--- src/hdl/assert_macros.svh ---
// Assertion macros shared by the translator RTL.
`ifndef ASSERT_MACROS_SVH
`define ASSERT_MACROS_SVH

// Implication checked on every clock edge outside reset.
`define GTR_ASSERT_IMP(lbl, ante, cons, msg) \
  lbl: assert property (@(posedge clk_i) disable iff (!rst_ni) (ante) |-> (cons)) \
    else $error(msg);

// Next-cycle implication checked outside reset.
`define GTR_ASSERT_NXT(lbl, ante, cons, msg) \
  lbl: assert property (@(posedge clk_i) disable iff (!rst_ni) (ante) |=> (cons)) \
    else $error(msg);

`endif

--- src/hdl/gtr_pkg.sv ---
// Shared types and constants of the glob to regex translator.
package gtr_pkg;

  localparam int unsigned MaxBytes = 3;

  localparam logic [7:0] ChDollar = 8'h24;

  // One queued transaction: the regex bytes produced by one glob item.
  typedef struct packed {
    logic [MaxBytes-1:0][7:0] bytes;
    logic [1:0]               n_m1;      // number of bytes minus one
    logic                     has_last;  // last byte of the item is among the bytes
    logic                     is_end;    // item was the end marker
  } entry_t;

endpackage

--- src/hdl/gtr_front.sv ---
// Front end: accepts glob items, tracks scan state and builds byte transactions.
module gtr_front (
  input  logic              clk_i,
  input  logic              rst_ni,
  input  logic              accept_i,
  input  logic              mode_i,
  input  logic [7:0]        ch_i,
  output logic              q_push_o,
  output gtr_pkg::entry_t   q_data_o
);

  typedef enum logic [2:0] {
    ScOut     = 3'd0,
    ScOutEsc  = 3'd1,
    ScClsOpen = 3'd2,
    ScClsNeg  = 3'd3,
    ScClsBody = 3'd4,
    ScClsEsc  = 3'd5
  } scan_e;

  localparam logic [7:0] ChStar   = 8'h2A;
  localparam logic [7:0] ChQuest  = 8'h3F;
  localparam logic [7:0] ChDot    = 8'h2E;
  localparam logic [7:0] ChCaret  = 8'h5E;
  localparam logic [7:0] ChBang   = 8'h21;
  localparam logic [7:0] ChLBrack = 8'h5B;
  localparam logic [7:0] ChRBrack = 8'h5D;
  localparam logic [7:0] ChBslash = 8'h5C;

  scan_e       scan_q, scan_d;
  logic        started_q, started_d;
  logic [2:0][7:0] tok;
  logic [1:0]  tok_len;
  logic [3:0][7:0] seq;
  logic [2:0]  seq_len;
  logic        live;

  assign live = accept_i && (mode_i || (ch_i != 8'h00));

  always_comb begin
    tok       = '0;
    tok_len   = 2'd0;
    scan_d    = scan_q;
    started_d = started_q;
    if (mode_i) begin
      scan_d    = ScOut;
      started_d = 1'b0;
      case (scan_q)
        ScOutEsc: begin
          tok = {gtr_pkg::ChDollar, ChBslash, ChBslash};
          tok_len = 2'd3;
        end
        ScClsOpen, ScClsNeg, ScClsBody: begin
          tok = {8'h00, gtr_pkg::ChDollar, ChRBrack};
          tok_len = 2'd2;
        end
        ScClsEsc: begin
          tok = {gtr_pkg::ChDollar, ChRBrack, ChBslash};
          tok_len = 2'd3;
        end
        default: begin
          tok = {16'h0000, gtr_pkg::ChDollar};
          tok_len = 2'd1;
        end
      endcase
    end else begin
      started_d = 1'b1;
      case (scan_q)
        ScOutEsc: begin
          tok = {8'h00, ch_i, ChBslash};
          tok_len = 2'd2;
          scan_d = ScOut;
        end
        ScClsOpen, ScClsNeg: begin
          if (scan_q == ScClsOpen && (ch_i inside {ChBang, ChCaret})) begin
            tok = {16'h0000, ChCaret};
            tok_len = 2'd1;
            scan_d = ScClsNeg;
          end else if (ch_i == ChRBrack) begin
            tok = {8'h00, ChRBrack, ChBslash};
            tok_len = 2'd2;
            scan_d = ScClsBody;
          end else if (ch_i == ChBslash) begin
            scan_d = ScClsEsc;
          end else begin
            tok = {16'h0000, ch_i};
            tok_len = 2'd1;
            scan_d = ScClsBody;
          end
        end
        ScClsBody: begin
          if (ch_i == ChRBrack) begin
            tok = {16'h0000, ChRBrack};
            tok_len = 2'd1;
            scan_d = ScOut;
          end else if (ch_i == ChBslash) begin
            scan_d = ScClsEsc;
          end else begin
            tok = {16'h0000, ch_i};
            tok_len = 2'd1;
          end
        end
        ScClsEsc: begin
          tok = {8'h00, ch_i, ChBslash};
          tok_len = 2'd2;
          scan_d = ScClsBody;
        end
        default: begin
          scan_d = ScOut;
          if (ch_i == ChStar) begin
            tok = {8'h00, ChStar, ChDot};
            tok_len = 2'd2;
          end else if (ch_i == ChQuest) begin
            tok = {16'h0000, ChDot};
            tok_len = 2'd1;
          end else if (ch_i == ChLBrack) begin
            tok = {16'h0000, ChLBrack};
            tok_len = 2'd1;
            scan_d = ScClsOpen;
          end else if (ch_i == ChBslash) begin
            scan_d = ScOutEsc;
          end else if (ch_i inside {8'h2E, 8'h5E, 8'h24, 8'h2B, 8'h28, 8'h29,
                                    8'h7B, 8'h7D, 8'h7C}) begin
            tok = {8'h00, ch_i, ChBslash};
            tok_len = 2'd2;
          end else begin
            tok = {16'h0000, ch_i};
            tok_len = 2'd1;
          end
        end
      endcase
    end
  end

  // Caret goes in front of the first item of a glob.
  always_comb begin
    if (!started_q) begin
      seq     = {tok, ChCaret};
      seq_len = {1'b0, tok_len} + 3'd1;
    end else begin
      seq     = {8'h00, tok};
      seq_len = {1'b0, tok_len};
    end
  end

  always_comb begin
    q_data_o.bytes  = seq[2:0];
    q_data_o.is_end = mode_i;
    if (seq_len > 3'd3) begin
      q_data_o.n_m1     = 2'd2;
      q_data_o.has_last = 1'b0;
    end else begin
      q_data_o.n_m1     = 2'(seq_len - 3'd1);
      q_data_o.has_last = 1'b1;
    end
  end

  assign q_push_o = live && (seq_len != 3'd0);

  always_ff @(posedge clk_i or negedge rst_ni) begin
    if (!rst_ni) begin
      scan_q    <= ScOut;
      started_q <= 1'b0;
    end else if (live) begin
      scan_q    <= scan_d;
      started_q <= started_d;
    end
  end

endmodule

--- src/hdl/gtr_queue.sv ---
// Small register queue of byte transactions between front and back.
module gtr_queue #(
  parameter int unsigned Depth = 4
) (
  input  logic            clk_i,
  input  logic            rst_ni,
  input  logic            push_i,
  input  gtr_pkg::entry_t wdata_i,
  output logic            full_o,
  input  logic            pop_i,
  output gtr_pkg::entry_t rdata_o,
  output logic            empty_o
);

  localparam int unsigned PtrW = (Depth > 1) ? $clog2(Depth) : 1;
  localparam int unsigned CntW = $clog2(Depth + 1);

  gtr_pkg::entry_t mem_q [Depth];
  logic [PtrW-1:0] wptr_q, rptr_q;
  logic [CntW-1:0] cnt_q;
  logic            wr, rd;

  assign full_o  = (cnt_q == CntW'(Depth));
  assign empty_o = (cnt_q == '0);
  assign wr      = push_i && !full_o;
  assign rd      = pop_i && !empty_o;
  assign rdata_o = mem_q[rptr_q];

  always_ff @(posedge clk_i or negedge rst_ni) begin
    if (!rst_ni) begin
      wptr_q <= '0;
      rptr_q <= '0;
      cnt_q  <= '0;
    end else begin
      if (wr) begin
        wptr_q <= (wptr_q == PtrW'(Depth - 1)) ? '0 : wptr_q + 1'b1;
      end
      if (rd) begin
        rptr_q <= (rptr_q == PtrW'(Depth - 1)) ? '0 : rptr_q + 1'b1;
      end
      if (wr && !rd) begin
        cnt_q <= cnt_q + 1'b1;
      end else if (rd && !wr) begin
        cnt_q <= cnt_q - 1'b1;
      end
    end
  end

  always_ff @(posedge clk_i) begin
    if (wr) begin
      mem_q[wptr_q] <= wdata_i;
    end
  end

endmodule

--- src/hdl/gtr_back.sv ---
// Back end: walks queued transactions one byte at a time into the output register.
module gtr_back (
  input  logic            clk_i,
  input  logic            rst_ni,
  input  logic            q_empty_i,
  input  gtr_pkg::entry_t q_data_i,
  output logic            q_pop_o,
  output logic            empty,
  input  logic            pop,
  output logic [7:0]      out_char_o,
  output logic            last_o,
  output logic            pattern_end_o
);

  logic [1:0] idx_q;
  logic       out_valid_q;
  logic [7:0] char_q;
  logic       last_q, pend_q;
  logic       emit, final_byte, byte_last;

  assign emit       = !q_empty_i && (!out_valid_q || pop);
  assign final_byte = (idx_q == q_data_i.n_m1);
  assign byte_last  = final_byte && q_data_i.has_last;
  assign q_pop_o    = emit && final_byte;

  always_ff @(posedge clk_i or negedge rst_ni) begin
    if (!rst_ni) begin
      idx_q       <= 2'd0;
      out_valid_q <= 1'b0;
    end else begin
      if (emit) begin
        idx_q       <= final_byte ? 2'd0 : idx_q + 2'd1;
        out_valid_q <= 1'b1;
      end else if (pop) begin
        out_valid_q <= 1'b0;
      end
    end
  end

  always_ff @(posedge clk_i) begin
    if (emit) begin
      char_q <= q_data_i.bytes[idx_q];
      last_q <= byte_last;
      pend_q <= byte_last && q_data_i.is_end;
    end
  end

  assign empty         = !out_valid_q;
  assign out_char_o    = char_q;
  assign last_o        = last_q;
  assign pattern_end_o = pend_q;

endmodule

--- src/hdl/glob_to_regex_translator.sv ---
// Top level of the glob to regex translator.
//
// Input channel: a queue write port. Drive mode_i/ch_i and raise push; the
// transaction is taken on a clock edge where push is high and full is low.
// mode_i = 0 carries one glob byte in ch_i, mode_i = 1 closes the glob.
// A zero byte is taken and dropped. Output channel: a queue read port. While
// empty is low, out_char_o/last_o/pattern_end_o show the oldest regex byte,
// which leaves on an edge where pop is high.
// An item's first byte goes through the transaction queue, then the output register.
// Throughput: one regex byte per cycle while the receiver keeps popping, set by the
// single output register; an item yields 0 to 3 regex bytes, two for a star or an
// escaped character. The front takes one item per cycle while the
// transaction queue (QueueDepth entries) has room.
// Reset: queue and output empty, scan state outside any class, caret pending.
// When the receiver stalls the output byte holds, the queue fills, and full
// rises; nothing is dropped.
`include "assert_macros.svh"

module glob_to_regex_translator #(
  parameter int unsigned QueueDepth = 4
) (
  input  logic       clk_i,
  input  logic       rst_ni,
  input  logic       push,
  output logic       full,
  input  logic       mode_i,
  input  logic [7:0] ch_i,
  output logic       empty,
  input  logic       pop,
  output logic [7:0] out_char_o,
  output logic       last_o,
  output logic       pattern_end_o
);

  logic            accept;
  logic            q_push, q_pop, q_full, q_empty;
  gtr_pkg::entry_t q_wdata, q_rdata;

  assign full   = q_full;
  assign accept = push && !q_full;

  gtr_front u_front (
    .clk_i    (clk_i),
    .rst_ni   (rst_ni),
    .accept_i (accept),
    .mode_i   (mode_i),
    .ch_i     (ch_i),
    .q_push_o (q_push),
    .q_data_o (q_wdata)
  );

  gtr_queue #(
    .Depth (QueueDepth)
  ) u_queue (
    .clk_i   (clk_i),
    .rst_ni  (rst_ni),
    .push_i  (q_push),
    .wdata_i (q_wdata),
    .full_o  (q_full),
    .pop_i   (q_pop),
    .rdata_o (q_rdata),
    .empty_o (q_empty)
  );

  gtr_back u_back (
    .clk_i         (clk_i),
    .rst_ni        (rst_ni),
    .q_empty_i     (q_empty),
    .q_data_i      (q_rdata),
    .q_pop_o       (q_pop),
    .empty         (empty),
    .pop           (pop),
    .out_char_o    (out_char_o),
    .last_o        (last_o),
    .pattern_end_o (pattern_end_o)
  );

  `GTR_ASSERT_IMP(a_pend_is_last, !empty && pattern_end_o, last_o,
                  "pattern end byte not marked last")
  `GTR_ASSERT_IMP(a_pend_dollar, !empty && pattern_end_o, out_char_o == gtr_pkg::ChDollar,
                  "pattern end byte is not a dollar sign")
  `GTR_ASSERT_IMP(a_no_nul, !empty, out_char_o != 8'h00,
                  "zero byte on output")
  `GTR_ASSERT_IMP(a_pop_nonempty, q_pop, !q_empty,
                  "back end pops an empty queue")
  `GTR_ASSERT_NXT(a_hold_on_stall, !empty && !pop, !empty && $stable(out_char_o),
                  "output byte changed while stalled")

endmodule
--- config.mk ---
export PLATFORM = sky130hd
export DESIGN_NAME = glob_to_regex_translator
export DESIGN_NICKNAME = d
export VERILOG_FILES = /design/src/hdl/gtr_pkg.sv /design/src/hdl/gtr_front.sv /design/src/hdl/gtr_queue.sv /design/src/hdl/gtr_back.sv /design/src/hdl/glob_to_regex_translator.sv
export VERILOG_INCLUDE_DIRS = /design/src /design/src/hdl
export SDC_FILE = /design/constraint.sdc
export NUM_CORES = 1
export LEC_CHECK = 0
export ABC_CLOCK_PERIOD_IN_PS = 6300
export BUFFER_PORTS_ARGS = -buffer_cell sky130_fd_sc_hd__buf_2
export CAP_MARGIN = 15
export CORE_MARGIN = 5
export CORE_UTILIZATION = 58
export DETAILED_ROUTE_END_ITERATION = 12
export PLACE_DENSITY = 0.76
export SYNTH_ARGS = -nofsm -noshare
export SYNTH_HDL_FRONTEND = slang
export SYNTH_SLANG_ARGS = --single-unit
--- constraint.sdc ---
create_clock -name clk_i -period 6.3 [get_ports clk_i]
set_input_delay 0.945 -clock clk_i [delete_from_list [all_inputs] [get_ports clk_i]]
set_output_delay 0.945 -clock clk_i [all_outputs]
set_load 0.03 [all_outputs]
==> flow_summary_export.csv <==
group,metric,value,unit
status,status,"completed",
drt,ant_nets,0,
setup_path,slowest_stage,"fa_1",
sta,hold_violations,0,
synthesis,syn_area,6380,µm²
synthesis,ys_seq_elements,136,
clock_tree,cts_tree,"built",
setup_path,crit_path_max_incr_delay,0.43,ns
synthesis,synth-adder-area-share,0.01883,
power_and_ir_drop,power_density,459.2,nW/µm²
sta,fin_crit,4.148,ns
clock_tree,insertion_delay,0.51,ns
synthesis,synthXorXnorAreaFrac,0.01098,
die,core_area,10790,µm²
final_layout,drive_gt1_frac,0.2225,
final_layout,final_common_cell,"edfxtp_1",
die,die_w,114.9,µm
setup_path,critPathTopFamily,"adder cells",
setup_path,crit_fanout,13,
global_routing,grt_pass1_vias,3828,
synthesis,synth-async-reset-ratio,0.1029,
clock_tree,hold_buffers,0,
global_routing,grt_max_degree,37,
sta,timing.fmax,0.2411,GHz
clock_tree,clock_sinks,136,
die,io_pins,25,
sta,tightest_slew,1.122,ns
global_routing,overflow,0,
global_routing,antenna_found_initial,0,
synthesis,synth_top_family_by_area,"multiplexers",
drt,avgViaCountPerCell,6.342,
drt,routed_wirelength,13780,µm
setup_path,cp.arrival,4.58,ns
setup_path,crit_type,"in2reg",
power_and_ir_drop,ir_drop,0.2463,mV
synthesis,syn_inst,435,
setup_path,path_buf_inv,3,
die,start_util,0.5911,
final_layout,n_antenna_cell,0,
worst_hold_path,hold_path.class,"in2async",
drt,route.detailed.drc,0,
placed_design,port_buffers,24,
placed_design,dpl.hpwl,8653,µm
synthesis,synth_mux_area_frac,0.1267,
sta,setup_tns,0,ns
drt,drtIter0Drc,363,
placed_design,gp_congestion,0.9595,
synthesis,synth_ff_type,"edfxtp_1",
clock_tree,clk_pin_slew_worst_paths,0.06,ns
setup_path,cp-start-kind,"input port",
final_layout,area_delta_synth_final,12.61,%
die,core.rowCount,38,
setup_path,crit_chain,"buf_2, nor4b_2, nand4b_1, nor3b_4, o31ai_4, inv_1, ha_1, mux2i_1, ha_1, a21oi_1, ha_1, inv_1, fa_1, xor2_1, nor2_1, xor2_1",
clock_tree,cts_inserted_buffers,17,
final_layout,fin_nets,481,
synthesis,yosys_warnings,0,
synthesis,synth-simple-area-share,0.09512,
sta,final_max_slew_viol_count,0,
sta,fin_crit_sh,0.6583,
clock_tree,clockRootBuffer,"clkbuf_8",
drt,avgRoutedWirePerCell,22.52,µm
die,die_area,13200,µm²
final_layout,most-common-layout-cells,"edfxtp_1 (122), nor2_1 (28), mux4_2 (28)",
sta,rsz0062_at_grt,"no",
sta,relSlewSlack,0.2520,
drt,dr.pass1.iters,6,
synthesis,synth_edf_count,122,
synthesis,postSynthAreaPerCell,14.67,µm²
clock_tree,postCtsSetupBuffers,0,
placed_design,placedCellCount,580,
global_routing,grt_first_pass_wirelength,21870,µm
sta,setup_viol,0,
clock_tree,cts_buffer_depth,2,
synthesis,syn_nets,457,
synthesis,yosysSeqAreaShare,0.6291,
setup_path,end_kind,"flop",
final_layout,final_cells,612,
clock_tree,post_cts_resized,0,
synthesis,synth-compound-area-share,0.09080,
setup_path,critPathRequiredTime,6.73,ns
setup_path,crit_path_frequent_cell,"ha_1",
synthesis,synth.distinct_cells,66,
die,die_h,114.9,µm
power_and_ir_drop,leakage,0.002549,µW
sta,finClkSkew,0.009647,ns
run,max_cap_viol_count,0,
final_layout,final_util,0.6657,
drt,vias,3881,
global_routing,grt_usage,0.2232,
clock_tree,htreeDepth,4,
cell type report:
class	count	area, µm²
Clock inverter	12	125.1
Inverter	17	63.81
Fill cell	706	3608
Tap cell	140	175.2
Sequential cell	136	4015
Clock buffer	20	455.4
Timing Repair Buffer	30	165.2
Multi-Input combinational cell	257	2185
synth_stat cells, drive strengths merged, types with 2 or more instances:
cell type  number  share of area
edfxtp        122           0.57
nor2           30          0.019
mux4           28          0.099
nand2          28          0.018
o21ai          18          0.016
a21oi          16          0.013
inv            16         0.0094
buf            14          0.012
dfrtp          14          0.055
mux2i          14          0.022
clkbuf         11         0.0065
o22ai          10         0.0098
nand3           9         0.0071
nor3            9         0.0071
ha              8          0.016
nor2b           8         0.0078
and2            7         0.0069
a31oi           5         0.0059
nand2b          5         0.0049
nor3b           5         0.0084
o31ai           5         0.0088
xnor2           5         0.0069
and3            4         0.0039
a21o            3         0.0035
a22oi           3         0.0035
mux2            3         0.0059
nand4           3         0.0029
xor2            3         0.0041
a211oi          2         0.0024
a22o            2         0.0027
a32oi           2         0.0027
nand4b          2         0.0027
o21a            2         0.0024
o221ai          2         0.0027
o32ai           2         0.0027
o41ai           2         0.0039
cells by family (layout without fill, tap and decap cells):
family	after synthesis	after routing
flops	136	136
compound gates	81	81
mux	45	45
fa+ha+maj	9	9
xor+xnor	8	8
simple gates	114	114
buf+inv	42	79
state kept, by name, summed over array words and instances (netlist names):
name                  cells
u_back.out_valid_q        1
u_queue.mem_q           112
u_back.out_char_o         8
u_queue.cnt_q             3
u_back.idx_q              2
u_front.scan_q            3
u_back.pattern_end_o      1
u_queue.wptr_q            2
u_back.last_o             1
u_front.started_q         1
u_queue.rptr_q            2
stage by stage:
step	cell area, µm²	hold slack (ns)	setup WS [ns]	power, µW
finish	7184	0.3309	2.152	3299
global route	7184	0.3329	1.827	3464
CTS	7184	0.3230	2.183	3330
detailed placement	6604	0.5139	1.640	2361
global placement	6604	0.4701	1.694	2322
floorplan	6380	0.4560	2.166	2091
power breakdown:
group	internal, µW	switching [µW]	total [µW]	leakage, µW
registers	1260	155	1410	0.00129
logic	401	541	942	0.000975
clock network	591	354	946	0.000284
total	2250	1050	3300	0.00255
layer usage:
layer | global-route usage | vias up | part of all wire | wire length, µm
met5 | 0 | - | 0 | 0
met4 | 0.05477 | 0 | 0.010 | 140
met3 | 0.05316 | 13 | 0.063 | 869
met2 | 0.3468 | 173 | 0.50 | 6847
met1 | 0.3241 | 1951 | 0.43 | 5924
li1 | - | 1744 | - | -
worst paths after layout:
path	from	endpoint	slack, ns	cells after the start
worst max-delay path	ch_i[5]	u_queue.cnt_q[2]	2.15	16
worst max register to register	u_front.scan_q[1]	u_queue.cnt_q[2]	2.30	17
worst min-delay path	rst_ni	u_queue.cnt_q[2]	0.33	1
worst min register to register	u_queue.cnt_q[2]	u_queue.cnt_q[2]	0.52	1
max in group asynchronous	rst_ni	u_queue.rptr_q[0]	5.70	1
min in group clk_i	u_queue.cnt_q[2]	u_queue.cnt_q[2]	0.52	1
Note: power is estimated with default switching activity, not from simulation.
